### src/sv/uraa_pkg.sv
`timescale 1ns / 1ps
`default_nettype none
package uraa_pkg;

  // Ring geometry
  localparam int RING_DEPTH = 10;
  localparam int POS_W      = (RING_DEPTH > 1) ? $clog2(RING_DEPTH) : 1;
  localparam int CNT_W      = $clog2(RING_DEPTH + 1);

  // Field and datapath widths
  localparam int DIST_W     = 24;
  localparam int SUM_W      = DIST_W + CNT_W;
  localparam int STEP_W     = $clog2(SUM_W + 1);
  localparam int TIMER_W    = 22;
  localparam int TRIG_W     = 8;
  localparam int WEIGHT_W   = 4;
  localparam int WMUL_W     = 14;
  localparam int PROD_W     = DIST_W + WMUL_W;
  localparam int STATUS_W   = 2;
  localparam int CFG_IDX_W  = 3;
  localparam int CFG_DATA_W = 24;

  // Scale factors: distance = width*281 >> 6, half period = avg*weight*625 >> 4
  localparam int DIST_SCALE  = 281;
  localparam int DIST_SHIFT  = 6;
  localparam int DIST_PROD_W = TIMER_W + 9;
  localparam int BEEP_SCALE  = 625;
  localparam int BEEP_SHIFT  = 4;

  // Measurement status codes
  localparam logic [STATUS_W-1:0] ST_OK       = 2'd0;
  localparam logic [STATUS_W-1:0] ST_NO_RISE  = 2'd1;
  localparam logic [STATUS_W-1:0] ST_TOO_LONG = 2'd2;

  // Configuration register indexes
  localparam logic [CFG_IDX_W-1:0] CFG_ECHO_TIMEOUT   = 3'd0;
  localparam logic [CFG_IDX_W-1:0] CFG_TRIGGER_LENGTH = 3'd1;
  localparam logic [CFG_IDX_W-1:0] CFG_CYCLE_GAP      = 3'd2;
  localparam logic [CFG_IDX_W-1:0] CFG_NEAR_LIMIT     = 3'd3;
  localparam logic [CFG_IDX_W-1:0] CFG_FAR_LIMIT      = 3'd4;
  localparam logic [CFG_IDX_W-1:0] CFG_BEEP_WEIGHT    = 3'd5;

  // Configuration reset values
  localparam logic [TIMER_W-1:0]  RST_ECHO_TIMEOUT   = 22'd2000000;
  localparam logic [TRIG_W-1:0]   RST_TRIGGER_LENGTH = 8'd10;
  localparam logic [TIMER_W-1:0]  RST_CYCLE_GAP      = 22'd50000;
  localparam logic [DIST_W-1:0]   RST_NEAR_LIMIT     = 24'd512;
  localparam logic [DIST_W-1:0]   RST_FAR_LIMIT      = 24'd3840;
  localparam logic [WEIGHT_W-1:0] RST_BEEP_WEIGHT    = 4'd1;

  // Sequencer to averaging engine
  typedef struct packed {
    logic               start;
    logic [TIMER_W-1:0] width;
  } uraa_req_t;

  // Averaging engine to sequencer
  typedef struct packed {
    logic               done;
    logic [DIST_W-1:0]  average;
    logic [TIMER_W-1:0] half_period;
  } uraa_rsp_t;

endpackage
`default_nettype wire

### src/sv/ultrasonic_range_average_alarm_core.sv
// Ultrasonic ranging sequencer with a ring average and proximity buzzer. Each input
// beat is one microsecond tick carrying the echo level, and each yields one output
// beat (trigger and buzzer drive, held average and status, and a flag on the tick
// that produced a new average). An ordinary tick is taken whenever the result side
// is free. The tick that ends a measurement waits on the averaging engine: the
// old slot is read and the distance written back into the ring memory, the running
// sum and nonzero count are updated, and a bit-serial divider spends one cycle per
// sum bit (SUM_W = 28) before the buzzer period multiply. The ring is cleared at
// reset through per-slot valid bits, so no clearing pass is needed.
// Configuration writes take effect at once and should be made between ticks.
`timescale 1ns / 1ps
`default_nettype none
module ultrasonic_range_average_alarm_core (
  input  wire logic                              clk,
  input  wire logic                              rst_n,
  input  wire logic                              in_valid,
  output logic                                   in_ready,
  input  wire logic                              in_echo_level,
  output logic                                   out_valid,
  input  wire logic                              out_ready,
  output logic                                   out_trigger_out,
  output logic                                   out_buzzer_out,
  output logic                                   out_average_valid,
  output logic      [uraa_pkg::DIST_W-1:0]       out_average_distance,
  output logic      [uraa_pkg::STATUS_W-1:0]     out_measure_status,
  input  wire logic                              cfg_we,
  input  wire logic [uraa_pkg::CFG_IDX_W-1:0]    cfg_index,
  input  wire logic [uraa_pkg::CFG_DATA_W-1:0]   cfg_data
);

  typedef enum logic [1:0] {
    T_IDLE,
    T_BUSY,
    T_FIN
  } tst_t;

  typedef enum logic [2:0] {
    P_TRIGGER,
    P_RISE,
    P_HIGH,
    P_BEEP_ON,
    P_BEEP_OFF,
    P_GAP
  } phase_t;

  tst_t                              tst_r, tst_nxt;
  phase_t                            phase_r, phase_nxt;
  logic [uraa_pkg::TIMER_W-1:0]      timer_r, timer_nxt;
  logic [uraa_pkg::DIST_W-1:0]       held_avg_r, held_avg_nxt;
  logic [uraa_pkg::STATUS_W-1:0]     held_status_r, held_status_nxt;
  logic [uraa_pkg::STATUS_W-1:0]     pend_status_r, pend_status_nxt;
  logic [uraa_pkg::TIMER_W-1:0]      half_r, half_nxt;

  logic [uraa_pkg::TIMER_W-1:0]      echo_timeout_r, echo_timeout_nxt;
  logic [uraa_pkg::TRIG_W-1:0]       trig_len_r, trig_len_nxt;
  logic [uraa_pkg::TIMER_W-1:0]      cycle_gap_r, cycle_gap_nxt;
  logic [uraa_pkg::DIST_W-1:0]       near_r, near_nxt;
  logic [uraa_pkg::DIST_W-1:0]       far_r, far_nxt;
  logic [uraa_pkg::WEIGHT_W-1:0]     weight_r, weight_nxt;

  logic                              out_valid_r, out_valid_nxt;
  logic                              out_trig_r, out_trig_nxt;
  logic                              out_buzz_r, out_buzz_nxt;
  logic                              out_avg_valid_r, out_avg_valid_nxt;
  logic [uraa_pkg::DIST_W-1:0]       out_avg_r, out_avg_nxt;
  logic [uraa_pkg::STATUS_W-1:0]     out_status_r, out_status_nxt;

  logic                              accept;
  logic                              out_free;
  logic [uraa_pkg::TIMER_W:0]        inc;
  logic                              in_range;
  uraa_pkg::uraa_req_t               req;
  uraa_pkg::uraa_rsp_t               rsp;

  uraa_avg u_avg (
    .clk         (clk),
    .rst_n       (rst_n),
    .req         (req),
    .beep_weight (weight_r),
    .rsp         (rsp)
  );

  assign out_free = !out_valid_r || out_ready;
  assign in_ready = (tst_r == T_IDLE) && out_free;
  assign accept   = in_valid && in_ready;
  assign inc      = {1'b0, timer_r} + 1'b1;
  assign in_range = (rsp.average >= near_r) && (rsp.average <= far_r);

  always_comb begin
    tst_nxt           = tst_r;
    phase_nxt         = phase_r;
    timer_nxt         = timer_r;
    held_avg_nxt      = held_avg_r;
    held_status_nxt   = held_status_r;
    pend_status_nxt   = pend_status_r;
    half_nxt          = half_r;
    echo_timeout_nxt  = echo_timeout_r;
    trig_len_nxt      = trig_len_r;
    cycle_gap_nxt     = cycle_gap_r;
    near_nxt          = near_r;
    far_nxt           = far_r;
    weight_nxt        = weight_r;
    out_valid_nxt     = out_valid_r && !out_ready;
    out_trig_nxt      = out_trig_r;
    out_buzz_nxt      = out_buzz_r;
    out_avg_valid_nxt = out_avg_valid_r;
    out_avg_nxt       = out_avg_r;
    out_status_nxt    = out_status_r;
    req.start         = 1'b0;
    req.width         = '0;

    // Take configuration writes
    if (cfg_we) begin
      case (cfg_index)
        uraa_pkg::CFG_ECHO_TIMEOUT:   echo_timeout_nxt = cfg_data[uraa_pkg::TIMER_W-1:0];
        uraa_pkg::CFG_TRIGGER_LENGTH: trig_len_nxt     = cfg_data[uraa_pkg::TRIG_W-1:0];
        uraa_pkg::CFG_CYCLE_GAP:      cycle_gap_nxt    = cfg_data[uraa_pkg::TIMER_W-1:0];
        uraa_pkg::CFG_NEAR_LIMIT:     near_nxt         = cfg_data;
        uraa_pkg::CFG_FAR_LIMIT:      far_nxt          = cfg_data;
        uraa_pkg::CFG_BEEP_WEIGHT:    weight_nxt       = cfg_data[uraa_pkg::WEIGHT_W-1:0];
        default: begin
        end
      endcase
    end

    case (tst_r)
      // Advance the phase by one tick
      T_IDLE: begin
        if (accept) begin
          out_valid_nxt     = 1'b1;
          out_trig_nxt      = 1'b0;
          out_buzz_nxt      = 1'b0;
          out_avg_valid_nxt = 1'b0;
          out_avg_nxt       = held_avg_r;
          out_status_nxt    = held_status_r;
          timer_nxt         = inc[uraa_pkg::TIMER_W-1:0];
          case (phase_r)
            P_TRIGGER: begin
              out_trig_nxt = 1'b1;
              if (inc >= (uraa_pkg::TIMER_W + 1)'(trig_len_r)) begin
                phase_nxt = P_RISE;
                timer_nxt = '0;
              end
            end
            P_RISE: begin
              if (in_echo_level) begin
                phase_nxt = P_HIGH;
                timer_nxt = '0;
              end else if (inc >= {1'b0, echo_timeout_r}) begin
                req.start       = 1'b1;
                req.width       = '0;
                pend_status_nxt = uraa_pkg::ST_NO_RISE;
              end
            end
            P_HIGH: begin
              if (!in_echo_level) begin
                req.start       = 1'b1;
                req.width       = inc[uraa_pkg::TIMER_W-1:0];
                pend_status_nxt = uraa_pkg::ST_OK;
              end else if (inc >= {1'b0, echo_timeout_r}) begin
                req.start       = 1'b1;
                req.width       = echo_timeout_r;
                pend_status_nxt = uraa_pkg::ST_TOO_LONG;
              end
            end
            P_BEEP_ON: begin
              out_buzz_nxt = 1'b1;
              if (inc >= {1'b0, half_r}) begin
                phase_nxt = P_BEEP_OFF;
                timer_nxt = '0;
              end
            end
            P_BEEP_OFF: begin
              if (inc >= {1'b0, half_r}) begin
                phase_nxt = (cycle_gap_r == '0) ? P_TRIGGER : P_GAP;
                timer_nxt = '0;
              end
            end
            P_GAP: begin
              if (inc >= {1'b0, cycle_gap_r}) begin
                phase_nxt = P_TRIGGER;
                timer_nxt = '0;
              end
            end
            default: begin
              phase_nxt = P_TRIGGER;
              timer_nxt = '0;
            end
          endcase
          // Hold the beat back until the average is ready
          if (req.start) begin
            out_valid_nxt = out_valid_r && !out_ready;
            out_trig_nxt  = out_trig_r;
            out_buzz_nxt  = out_buzz_r;
            timer_nxt     = '0;
            tst_nxt       = T_BUSY;
          end
        end
      end
      // Wait for the averaging engine
      T_BUSY: begin
        if (rsp.done) begin
          tst_nxt = T_FIN;
        end
      end
      // Publish the average and pick the next phase
      T_FIN: begin
        if (out_free) begin
          held_avg_nxt      = rsp.average;
          held_status_nxt   = pend_status_r;
          out_valid_nxt     = 1'b1;
          out_trig_nxt      = 1'b0;
          out_buzz_nxt      = 1'b0;
          out_avg_valid_nxt = 1'b1;
          out_avg_nxt       = rsp.average;
          out_status_nxt    = pend_status_r;
          timer_nxt         = '0;
          if (in_range) begin
            half_nxt = rsp.half_period;
          end
          if (in_range && (rsp.half_period != '0)) begin
            phase_nxt = P_BEEP_ON;
          end else begin
            phase_nxt = (cycle_gap_r == '0) ? P_TRIGGER : P_GAP;
          end
          tst_nxt = T_IDLE;
        end
      end
      default: begin
        tst_nxt = T_IDLE;
      end
    endcase
  end

  always_ff @(posedge clk) begin
    if (!rst_n) begin
      tst_r          <= T_IDLE;
      phase_r        <= P_TRIGGER;
      timer_r        <= '0;
      held_avg_r     <= '0;
      held_status_r  <= uraa_pkg::ST_OK;
      half_r         <= '0;
      echo_timeout_r <= uraa_pkg::RST_ECHO_TIMEOUT;
      trig_len_r     <= uraa_pkg::RST_TRIGGER_LENGTH;
      cycle_gap_r    <= uraa_pkg::RST_CYCLE_GAP;
      near_r         <= uraa_pkg::RST_NEAR_LIMIT;
      far_r          <= uraa_pkg::RST_FAR_LIMIT;
      weight_r       <= uraa_pkg::RST_BEEP_WEIGHT;
      out_valid_r    <= 1'b0;
    end else begin
      tst_r          <= tst_nxt;
      phase_r        <= phase_nxt;
      timer_r        <= timer_nxt;
      held_avg_r     <= held_avg_nxt;
      held_status_r  <= held_status_nxt;
      half_r         <= half_nxt;
      echo_timeout_r <= echo_timeout_nxt;
      trig_len_r     <= trig_len_nxt;
      cycle_gap_r    <= cycle_gap_nxt;
      near_r         <= near_nxt;
      far_r          <= far_nxt;
      weight_r       <= weight_nxt;
      out_valid_r    <= out_valid_nxt;
    end
    pend_status_r   <= pend_status_nxt;
    out_trig_r      <= out_trig_nxt;
    out_buzz_r      <= out_buzz_nxt;
    out_avg_valid_r <= out_avg_valid_nxt;
    out_avg_r       <= out_avg_nxt;
    out_status_r    <= out_status_nxt;
  end

  assign out_valid            = out_valid_r;
  assign out_trigger_out      = out_trig_r;
  assign out_buzzer_out       = out_buzz_r;
  assign out_average_valid    = out_avg_valid_r;
  assign out_average_distance = out_avg_r;
  assign out_measure_status   = out_status_r;

endmodule
`default_nettype wire

### src/sv/uraa_ram.sv
`timescale 1ns / 1ps
`default_nettype none
module uraa_ram #(
  parameter int WIDTH = 8,
  parameter int DEPTH = 16
) (
  input  wire logic                                       clk,
  input  wire logic                                       we,
  input  wire logic [((DEPTH > 1) ? $clog2(DEPTH) : 1)-1:0] waddr,
  input  wire logic [WIDTH-1:0]                           wdata,
  input  wire logic [((DEPTH > 1) ? $clog2(DEPTH) : 1)-1:0] raddr,
  output logic      [WIDTH-1:0]                           rdata
);

  logic [WIDTH-1:0] mem [DEPTH];

  // Write one entry, register the read
  always_ff @(posedge clk) begin
    if (we) begin
      mem[waddr] <= wdata;
    end
    rdata <= mem[raddr];
  end

endmodule
`default_nettype wire

### src/sv/uraa_avg.sv
`timescale 1ns / 1ps
`default_nettype none
module uraa_avg (
  input  wire logic                           clk,
  input  wire logic                           rst_n,
  input  wire uraa_pkg::uraa_req_t            req,
  input  wire logic [uraa_pkg::WEIGHT_W-1:0]  beep_weight,
  output uraa_pkg::uraa_rsp_t                 rsp
);

  typedef enum logic [2:0] {
    E_IDLE,
    E_DIST,
    E_ACC,
    E_DIV,
    E_MUL,
    E_SAT
  } est_t;

  est_t                              st_r, st_nxt;
  logic [uraa_pkg::POS_W-1:0]        pos_r, pos_nxt;
  logic [uraa_pkg::RING_DEPTH-1:0]   vld_r, vld_nxt;
  logic [uraa_pkg::SUM_W-1:0]        sum_r, sum_nxt;
  logic [uraa_pkg::CNT_W-1:0]        cnt_r, cnt_nxt;
  logic [uraa_pkg::TIMER_W-1:0]      width_r, width_nxt;
  logic [uraa_pkg::DIST_W-1:0]       dist_r, dist_nxt;
  logic [uraa_pkg::DIST_W-1:0]       old_r, old_nxt;
  logic [uraa_pkg::WMUL_W-1:0]       wmul_r, wmul_nxt;
  logic [uraa_pkg::SUM_W-1:0]        quo_r, quo_nxt;
  logic [uraa_pkg::CNT_W-1:0]        rem_r, rem_nxt;
  logic [uraa_pkg::STEP_W-1:0]       step_r, step_nxt;
  logic [uraa_pkg::DIST_W-1:0]       avg_r, avg_nxt;
  logic [uraa_pkg::PROD_W-1:0]       prod_r, prod_nxt;
  logic [uraa_pkg::TIMER_W-1:0]      half_r, half_nxt;
  logic                              done_r, done_nxt;

  logic                              ram_we;
  logic [uraa_pkg::DIST_W-1:0]       ram_rdata;
  logic [uraa_pkg::DIST_PROD_W-1:0]  dist_prod;
  logic [uraa_pkg::DIST_W-1:0]       dist_sat;
  logic [uraa_pkg::CNT_W:0]          trial;
  logic [uraa_pkg::CNT_W:0]          diff;
  logic                              ge;
  logic [uraa_pkg::DIST_W-1:0]       avg_val;

  // Ring storage: one read of the slot about to be replaced, one write back
  uraa_ram #(
    .WIDTH (uraa_pkg::DIST_W),
    .DEPTH (uraa_pkg::RING_DEPTH)
  ) u_ring (
    .clk   (clk),
    .we    (ram_we),
    .waddr (pos_r),
    .wdata (dist_r),
    .raddr (pos_r),
    .rdata (ram_rdata)
  );

  // Convert echo width to distance, saturate at the field width
  assign dist_prod = uraa_pkg::DIST_PROD_W'(width_r)
                   * uraa_pkg::DIST_PROD_W'(uraa_pkg::DIST_SCALE);
  assign dist_sat  = (|dist_prod[uraa_pkg::DIST_PROD_W-1:uraa_pkg::DIST_SHIFT+uraa_pkg::DIST_W])
                   ? '1
                   : dist_prod[uraa_pkg::DIST_SHIFT+uraa_pkg::DIST_W-1:uraa_pkg::DIST_SHIFT];

  // One restoring division step per cycle
  assign trial = {rem_r, quo_r[uraa_pkg::SUM_W-1]};
  assign ge    = (trial >= {1'b0, cnt_r});
  assign diff  = trial - {1'b0, cnt_r};

  // Empty ring averages to zero
  assign avg_val = (cnt_r == '0) ? '0 : quo_r[uraa_pkg::DIST_W-1:0];

  always_comb begin
    st_nxt    = st_r;
    pos_nxt   = pos_r;
    vld_nxt   = vld_r;
    sum_nxt   = sum_r;
    cnt_nxt   = cnt_r;
    width_nxt = width_r;
    dist_nxt  = dist_r;
    old_nxt   = old_r;
    wmul_nxt  = wmul_r;
    quo_nxt   = quo_r;
    rem_nxt   = rem_r;
    step_nxt  = step_r;
    avg_nxt   = avg_r;
    prod_nxt  = prod_r;
    half_nxt  = half_r;
    done_nxt  = 1'b0;
    ram_we    = 1'b0;
    case (st_r)
      // Latch the width; the slot read is issued at the same edge
      E_IDLE: begin
        if (req.start) begin
          width_nxt = req.width;
          st_nxt    = E_DIST;
        end
      end
      // Take the old slot value; never-written slots read as zero
      E_DIST: begin
        dist_nxt = dist_sat;
        old_nxt  = vld_r[pos_r] ? ram_rdata : '0;
        wmul_nxt = uraa_pkg::WMUL_W'(beep_weight) * uraa_pkg::WMUL_W'(uraa_pkg::BEEP_SCALE);
        st_nxt   = E_ACC;
      end
      // Write back, update running sum and nonzero count, seed divider
      E_ACC: begin
        ram_we         = 1'b1;
        vld_nxt[pos_r] = 1'b1;
        pos_nxt        = (pos_r == uraa_pkg::POS_W'(uraa_pkg::RING_DEPTH - 1))
                       ? '0 : pos_r + 1'b1;
        sum_nxt        = sum_r - uraa_pkg::SUM_W'(old_r) + uraa_pkg::SUM_W'(dist_r);
        cnt_nxt        = cnt_r - uraa_pkg::CNT_W'(old_r != '0)
                       + uraa_pkg::CNT_W'(dist_r != '0);
        quo_nxt        = sum_nxt;
        rem_nxt        = '0;
        step_nxt       = '0;
        st_nxt         = E_DIV;
      end
      // Shift one quotient bit in per cycle
      E_DIV: begin
        rem_nxt  = ge ? diff[uraa_pkg::CNT_W-1:0] : trial[uraa_pkg::CNT_W-1:0];
        quo_nxt  = {quo_r[uraa_pkg::SUM_W-2:0], ge};
        step_nxt = step_r + 1'b1;
        if (step_r == uraa_pkg::STEP_W'(uraa_pkg::SUM_W - 1)) begin
          st_nxt = E_MUL;
        end
      end
      // Scale the average for the buzzer half period
      E_MUL: begin
        avg_nxt  = avg_val;
        prod_nxt = uraa_pkg::PROD_W'(avg_val) * uraa_pkg::PROD_W'(wmul_r);
        st_nxt   = E_SAT;
      end
      // Saturate the half period and report
      E_SAT: begin
        half_nxt = (|prod_r[uraa_pkg::PROD_W-1:uraa_pkg::BEEP_SHIFT+uraa_pkg::TIMER_W])
                 ? '1
                 : prod_r[uraa_pkg::BEEP_SHIFT+uraa_pkg::TIMER_W-1:uraa_pkg::BEEP_SHIFT];
        done_nxt = 1'b1;
        st_nxt   = E_IDLE;
      end
      default: begin
        st_nxt = E_IDLE;
      end
    endcase
  end

  always_ff @(posedge clk) begin
    if (!rst_n) begin
      st_r   <= E_IDLE;
      pos_r  <= '0;
      vld_r  <= '0;
      sum_r  <= '0;
      cnt_r  <= '0;
      done_r <= 1'b0;
    end else begin
      st_r   <= st_nxt;
      pos_r  <= pos_nxt;
      vld_r  <= vld_nxt;
      sum_r  <= sum_nxt;
      cnt_r  <= cnt_nxt;
      done_r <= done_nxt;
    end
    width_r <= width_nxt;
    dist_r  <= dist_nxt;
    old_r   <= old_nxt;
    wmul_r  <= wmul_nxt;
    quo_r   <= quo_nxt;
    rem_r   <= rem_nxt;
    step_r  <= step_nxt;
    avg_r   <= avg_nxt;
    prod_r  <= prod_nxt;
    half_r  <= half_nxt;
  end

  assign rsp.done        = done_r;
  assign rsp.average     = avg_r;
  assign rsp.half_period = half_r;

endmodule
`default_nettype wire

### config.mk
export PLATFORM = sky130hd
export DESIGN_NAME = ultrasonic_range_average_alarm_core
export DESIGN_NICKNAME = d
export VERILOG_FILES = /design/src/sv/uraa_pkg.sv /design/src/sv/ultrasonic_range_average_alarm_core.sv /design/src/sv/uraa_ram.sv /design/src/sv/uraa_avg.sv
export SDC_FILE = /design/constraint.sdc
export NUM_CORES = 2
export LEC_CHECK = 0
export ABC_CLOCK_PERIOD_IN_PS = 19000
export BUFFER_PORTS_ARGS = -buffer_cell sky130_fd_sc_hd__buf_2
export CAP_MARGIN = 10
export CELL_PAD_IN_SITES_DETAIL_PLACEMENT = 0
export CELL_PAD_IN_SITES_GLOBAL_PLACEMENT = 1
export CORE_AREA = 2 2 367 369
export DETAILED_ROUTE_END_ITERATION = 8
export DIE_AREA = 0 0 369 371
export GPL_TIMING_DRIVEN = 0
export PLACE_DENSITY_LB_ADDON = 0.3
export REMOVE_ABC_BUFFERS = 1
export SLEW_MARGIN = 25
export SYNTH_ARGS = -nofsm -noshare
export SYNTH_HDL_FRONTEND = slang
export SYNTH_SLANG_ARGS = --single-unit
### constraint.sdc
create_clock -name clk -period 19 [get_ports clk]
set_input_delay 1.9 -clock clk [delete_from_list [all_inputs] [get_ports clk]]
set_output_delay 1.9 -clock clk [all_outputs]
set_load 0.05 [all_outputs]
# ---- Yosys cells after proc, flatten, opt, wreduce, memory -nomap -nowiden
# Memories as Yosys holds them, arrays and structs flattened. A register that Yosys moved wholly into a read port is not among the register bits.
# Cells that the tools add are included.
dict set report word_totals {
  mem_count 1
  reg_bits 466
  in_bits 33
  elab_cells 209
  mem_bits_rw 240
  latch_bits 0
  out_inout_bits 31
  romBits 0
}
# name words word_bits read_ports rd_ports_with_merged_regs write_ports line
set memory_table {}
lappend memory_table {u_avg.u_ring.mem 10 24 1 1 1 uraa_ram.sv:15} ;# logic [WIDTH-1:0] mem [DEPTH];
dict set report classes {
  add_sub_neg 8
  div 0
  n_eq_ne 35
  bitwise 1
  shifts 0
  order_cmp 9
  reduce_logical 39
  multipliers 3
  n_mux 78
}
# op count
set ops {}
lappend ops {{23-bit two-way mux} 8}
lappend ops {{22-bit two-way mux} 7}
lappend ops {{22-bit one-hot mux with 5 select lines} 1}
lappend ops {{24-bit two-way mux} 3}
lappend ops {{23-bit by 22-bit greater-or-equal comparator with 1-bit output} 3}
lappend ops {{28-bit one-hot mux with 2 select lines} 1}
lappend ops {{24-bit one-hot mux with 2 select lines} 1}
lappend ops {{24-bit nonzero test} 2}
lappend ops {{23-bit one-hot mux with 2 select lines} 1}
lappend ops {{22-bit one-hot mux with 2 select lines} 1}
lappend ops {{24-bit by 14-bit multiplier with 38-bit output} 1}
lappend ops {{3-bit two-way mux} 11}
lappend ops {{22-bit by 9-bit multiplier with 31-bit output (second input constant)} 1}
lappend ops {{28-bit by 24-bit adder with 28-bit output} 1}
lappend ops {{28-bit by 24-bit subtractor with 28-bit output} 1}
lappend ops {{24-bit greater-or-equal comparator} 1}
lappend ops {{24-bit <= comparator} 1}
lappend ops {{22-bit by 1-bit adder with 23-bit output (second input constant)} 1}
lappend ops {{23-bit by 8-bit greater-or-equal comparator with 1-bit output} 1}
lappend ops {{22-bit zero test} 1}
lappend ops {{22-bit nonzero test} 1}
lappend ops {{2-bit two-way mux} 10}
lappend ops {{2-bit AND reduction} 10}
lappend ops {{3-bit by 2-bit equality test with 1-bit output (second input constant)} 6}
lappend ops {{other kinds (44)} 98}

# ---- Logic depth before layout (Yosys ltp)
dict set report depth {
  ltp_word 11
  mapped_depth 30
  ltp_nobuf 27
}

# ---- By module
# From an unflattened synthesis, not the netlist that was laid out.
dict set report unflattened {
  hier_cells 4578
  area_unflattened_um2 47501.8
}
# module seq_area_each_um2 n_inst area_per_inst_um2 cells_each
set modules_own_cells {}
lappend modules_own_cells {uraa_avg 7006.7 1 25231.7 2541}
lappend modules_own_cells {ultrasonic_range_average_alarm_core 4534.3 1 12406.9 1509}
lappend modules_own_cells {uraa_ram 7687.4 1 9863.2 528}

# ---- Worst setup path after synthesis
# OpenSTA, ideal clock, no wires.
dict set report synth_timing {
  kind {reg2reg}
  startpoint {register u_avg.cnt_r[2] (netlist name)}
  endpoint {register u_avg.prod_r[34] (netlist name) (data pin)}
  t_arrival_ps 7036
  path_slack_ps 11706
  synth_period_minus_slack_ps 7294
  n_path_buf 3
  path_stages_with_launch 28
  t_required_ps 18742
  setup_ps 258
  cell_sequence {dfxtp_1 -> inv_1 -> ha_1 -> or3b_1 -> clkbuf_1 -> buf_1 -> and2_1 -> clkbuf_1 -> nand2_1 -> fa_1 -> fa_1 -> inv_1 -> fa_1 -> fa_1 -> fa_1 -> inv_1 -> fa_1 -> inv_1 -> ha_1 -> a211o_1 -> or4_1 -> o211a_2 -> a31oi_4 -> o21a_4 -> o21a_4 -> o31ai_2 -> a21oi_2 -> xnor2_1}
}
dict set report synth_via {
  elab_chain_cells 3
}
# item line
set synth_lines {}
lappend synth_lines {{start: declaration} uraa_avg.sv:24} ;# logic [uraa_pkg::CNT_W-1:0] cnt_r, cnt_nxt;
lappend synth_lines {{start signal: assignment} uraa_avg.sv:163} ;# cnt_r <= cnt_nxt;
lappend synth_lines {{4-bit zero test} uraa_avg.sv:72} ;# assign avg_val = (cnt_r == '0) ? '0 : quo_r[uraa_pkg::DIST_W-1:0];
lappend synth_lines {{24-bit two-way mux} uraa_avg.sv:72}
lappend synth_lines {{net u_avg.avg_val, one bit} uraa_avg.sv:44} ;# logic [uraa_pkg::DIST_W-1:0] avg_val;
lappend synth_lines {{24-bit by 14-bit multiplier with 38-bit output} uraa_avg.sv:133} ;# prod_nxt = uraa_pkg::PROD_W'(avg_val) * uraa_pkg::PROD_W'(wmul_r);
lappend synth_lines {{end signal: assignment} uraa_avg.sv:174} ;# prod_r <= prod_nxt;
lappend synth_lines {{end: declaration} uraa_avg.sv:33} ;# logic [uraa_pkg::PROD_W-1:0] prod_r, prod_nxt;
# The timed path passes the listed nets, and every way through them passes these cells.
# A chain may end at the register's enable or synchronous reset.

# ---- Final worst setup path
dict set report layout_timing {
  startpoint {register u_avg.cnt_r[2] (netlist name)}
  endpoint {register u_avg.prod_r[34] (netlist name) (data pin)}
}
dict set report layout_via {
  elab_chain_cells 3
}
# item line
set layout_lines {}
lappend layout_lines {{4-bit zero test} uraa_avg.sv:72}
lappend layout_lines {{24-bit two-way mux} uraa_avg.sv:72}
lappend layout_lines {{24-bit by 14-bit multiplier with 38-bit output} uraa_avg.sv:133}
# No other way between the ends.

==> results.tsv <==
metric	value	unit
p_int	3.371	mW
clockBufferDepth	3	
postLayoutSetupSlackWorst	10.47	ns
met2_length	57.57	mm
syn2layout_area_growth	12.05	%
power_density	98.19	nW/µm²
ys_ff_latch	725	
dominantRegCellSynth	edfxtp_1	
io_buffers	63	
drive_gt1_frac	0.08910	
crit_top_cell	fa_1	
detail_route.first_pass.iterations	5	
yosysTopAreaCell	edfxtp_1	
cts.sinks	725	
cp_slowest_cell	or3b_4	
viasPerCell	4.993	
insertion_delay	0.69	ns
max_slew_margin	0.3066	
crit_type	flop to flop	
wl_per_cell	19.34	µm
final_util	0.3894	
power_frac_comb	0.306	
post-route-min-period	8.531	ns
drt-initial-drc-count	2050	
seq_area_frac_synth	0.4167	
async_flop_share	0	
synth.most_common_cell	nand2_1	
ys_warn_count	0	
cap_violations	0	
cts-buffers-inserted	82	
place_ws	10.48	ns
die-area	136900	µm²
synth.avg_cell_area	10.50	µm²
start_kind	flop	
worst_hold_path_type	flop to flop	
rrSetupSlack	10.47	ns
initial_core_util	0.3475	
cts_hold_buffers	0	
grt_max_degree	109	
setup_violations	0	
outcome	finished clean	
final_nets	5134	
synth_edf_count	471	
max_stage_delay	0.63	ns
place.gp.congestion	0.8138	
synth_area_leaders	edfxtp_1 31%, fa_1 14%, dfxtp_1 11%	
drc	0	
finalSetupTns	0	ns
total_power	5.077	mW
netlist_instances	4397	
num_vias	31190	
holdPathStages	2	
ys_types	81	
cp.required	19.43	ns
fmax	0.1172	GHz
power_leakage	21.91	nW
seqCellArea	19240	µm²
pwr-share-clk	0.318	
core	132800	µm²
min_delay_worst_endpoint	far_r[14]$_SDFFE_PN0P_	
power_frac_seq	0.376	
rsz0062_at_grt	false	
postRouteAntennaNets	0	
p_sw	1.706	mW
p_sw_frac	0.3359	
cts_root_buf	clkbuf_16	
htreeDepth	3	
grt-ovfl-total	0	
boundaryPins	64	
wl_met1	55.96	mm
post_cts_buffers	0	
clk_pin_slew	0.06	ns
drv_slew	0	
dp_hpwl	88.26	mm
fill_cells	13100	
worst-path-max-fanout	65	
fp-row-count	134	
antenna_found_initial	3	
synthesis.area	46150	µm²
layoutNonFillerInstCount	6247	
wl	120.8	mm
grt_pass1_wl	189.3	mm
cts_tree	yes	
hold_viol	0	
reg2reg_depth	26	
route.met3.wl	5.001	mm
synthTopCellsByCount	679 x nand2_1, 582 x inv_1, 471 x edfxtp_1	
grt_usage	0.1796	
synth_top_area_frac	0.3065	
ir_drop	0.00006315	V
multiInputGateArea	24150	µm²
reg2reg_to	u_avg.prod_r[34]$_DFFE_PP_	
cts_resized	0	
r2r_start	u_avg.cnt_r[2]$_SDFFE_PN0P_	
hp-start	far_r[14]$_SDFFE_PN0P_	
fin_crit_sh	0.4490	
dp_cells	6091	
fp.dieW	369	µm
tightest_slew	1.040	ns
die_h	371	µm
cp.arrival	8.96	ns
clock_skew	0.03929	ns
grt_pass1_vias	31790	
maxUsedRoutingLayer	met4	
end_kind	flop	
## cell families after synthesis
logic type	synth area share
buf+inv	0.06358
fa+ha+maj	0.2398
simple gates	0.1414
compound gates	0.08177
xor+xnor	0.02069
mux	0.03614
flops	0.4167
## placed cells by master (no fill, tap or decap), types with 30 or more instances in the layout
cell       count
nor2b_1       56
clkbuf_16     83
nand3_1       49
ha_1         366
fa_1         324
dfxtp_1      250
a21o_1        55
xor2_1        33
a211oi_1      46
nor3_1        33
edfxtp_1     471
and2_1        53
o21ai_0       77
and3_1       160
nand2_1      677
o211ai_1      31
inv_1        580
a21oi_1      251
nand4_1       35
xnor2_1       76
nor4_1        30
a22oi_1       32
or2_2         31
mux2i_1       53
nor2_1       190
mux4_2        50
buf_2         62
## power by group through the flow
stage	Sequential (mW)	Combinational (mW)	Clock, mW
floorplan	1.92	1.13	0
global placement	1.97	1.52	0
detailed placement	1.95	1.56	0
CTS	1.91	1.58	1.66
global route	1.92	1.79	1.71
finish	1.91	1.56	1.61
## per-layer routing
layer,up-vias,global-route usage
li1,14910,-
met5,-,0
met3,131,0.02772
met1,15660,0.2463
met4,0,0.04403
met2,497,0.2972
## registers in the layout, summed over array words and instances (netlist names), 5 cells and up
signal	cells
echo_timeout_r	22
u_avg.vld_r	10
u_avg.quo_r	28
u_avg.avg_r	24
u_avg.width_r	22
u_avg.prod_r	34
held_avg_r	24
trig_len_r	8
u_avg.u_ring.rdata	24
u_avg.u_ring.mem	240
half_r	22
u_avg.step_r	5
cycle_gap_r	22
timer_r	22
u_avg.dist_r	24
u_avg.old_r	24
out_average_distance	24
far_r	24
u_avg.wmul_r	13
u_avg.half_r	22
near_r	24
u_avg.sum_r	28
## worst max path at each step
| stage | from | endpoint | slack, ns | depth (start not counted) |
|---|---|---|---|---|
| floorplan | u_avg.cnt_r[2]$_SDFFE_PN0P_ | u_avg.prod_r[34]$_DFFE_PP_ | 10.27 | 24 |
| global placement | u_avg.cnt_r[2]$_SDFFE_PN0P_ | u_avg.prod_r[34]$_DFFE_PP_ | 8.01 | 24 |
| detailed placement | u_avg.cnt_r[2]$_SDFFE_PN0P_ | u_avg.prod_r[34]$_DFFE_PP_ | 10.48 | 26 |
| CTS | u_avg.cnt_r[2]$_SDFFE_PN0P_ | u_avg.prod_r[34]$_DFFE_PP_ | 10.44 | 26 |
| global route | u_avg.cnt_r[2]$_SDFFE_PN0P_ | u_avg.prod_r[34]$_DFFE_PP_ | 10.02 | 26 |
| finish | u_avg.cnt_r[2]$_SDFFE_PN0P_ | u_avg.prod_r[34]$_DFFE_PP_ | 10.47 | 26 |
## through the flow
stage	hold WS, ns	cell area, µm²
2_1_floorplan	0.4348	45400
3_3_place_gp	0.4421	47930
3_5_place_dp	0.4470	48920
4_1_cts	0.4550	51650
5_1_grt	0.4690	51710
6_report	0.4536	51710
## cell type report
| type | count | share of cell area |
|---|---|---|
| Inverter | 583 | 0.04247 |
| Timing Repair Buffer | 121 | 0.02282 |
| Multi-Input combinational cell | 2898 | 0.4671 |
| Sequential cell | 725 | 0.3722 |
| Antenna cell | 1 | 0.00004839 |
| Tap cell | 1768 | 0.04278 |
| Clock inverter | 39 | 0.008058 |
| Clock buffer | 112 | 0.04460 |
## critical path, delay by kind of cell, from the launching register on
family	cells	cell delay, ns
adder cells (fa/ha/maj)	8	3.69
AO/OA/AOI/OAI	7	1.70
AND/OR/NAND/NOR	4	1.65
buffers and inverters	6	0.79
flip-flops	1	0.33
XOR/XNOR	1	0.07
Power figures use the tool's default switching activity.
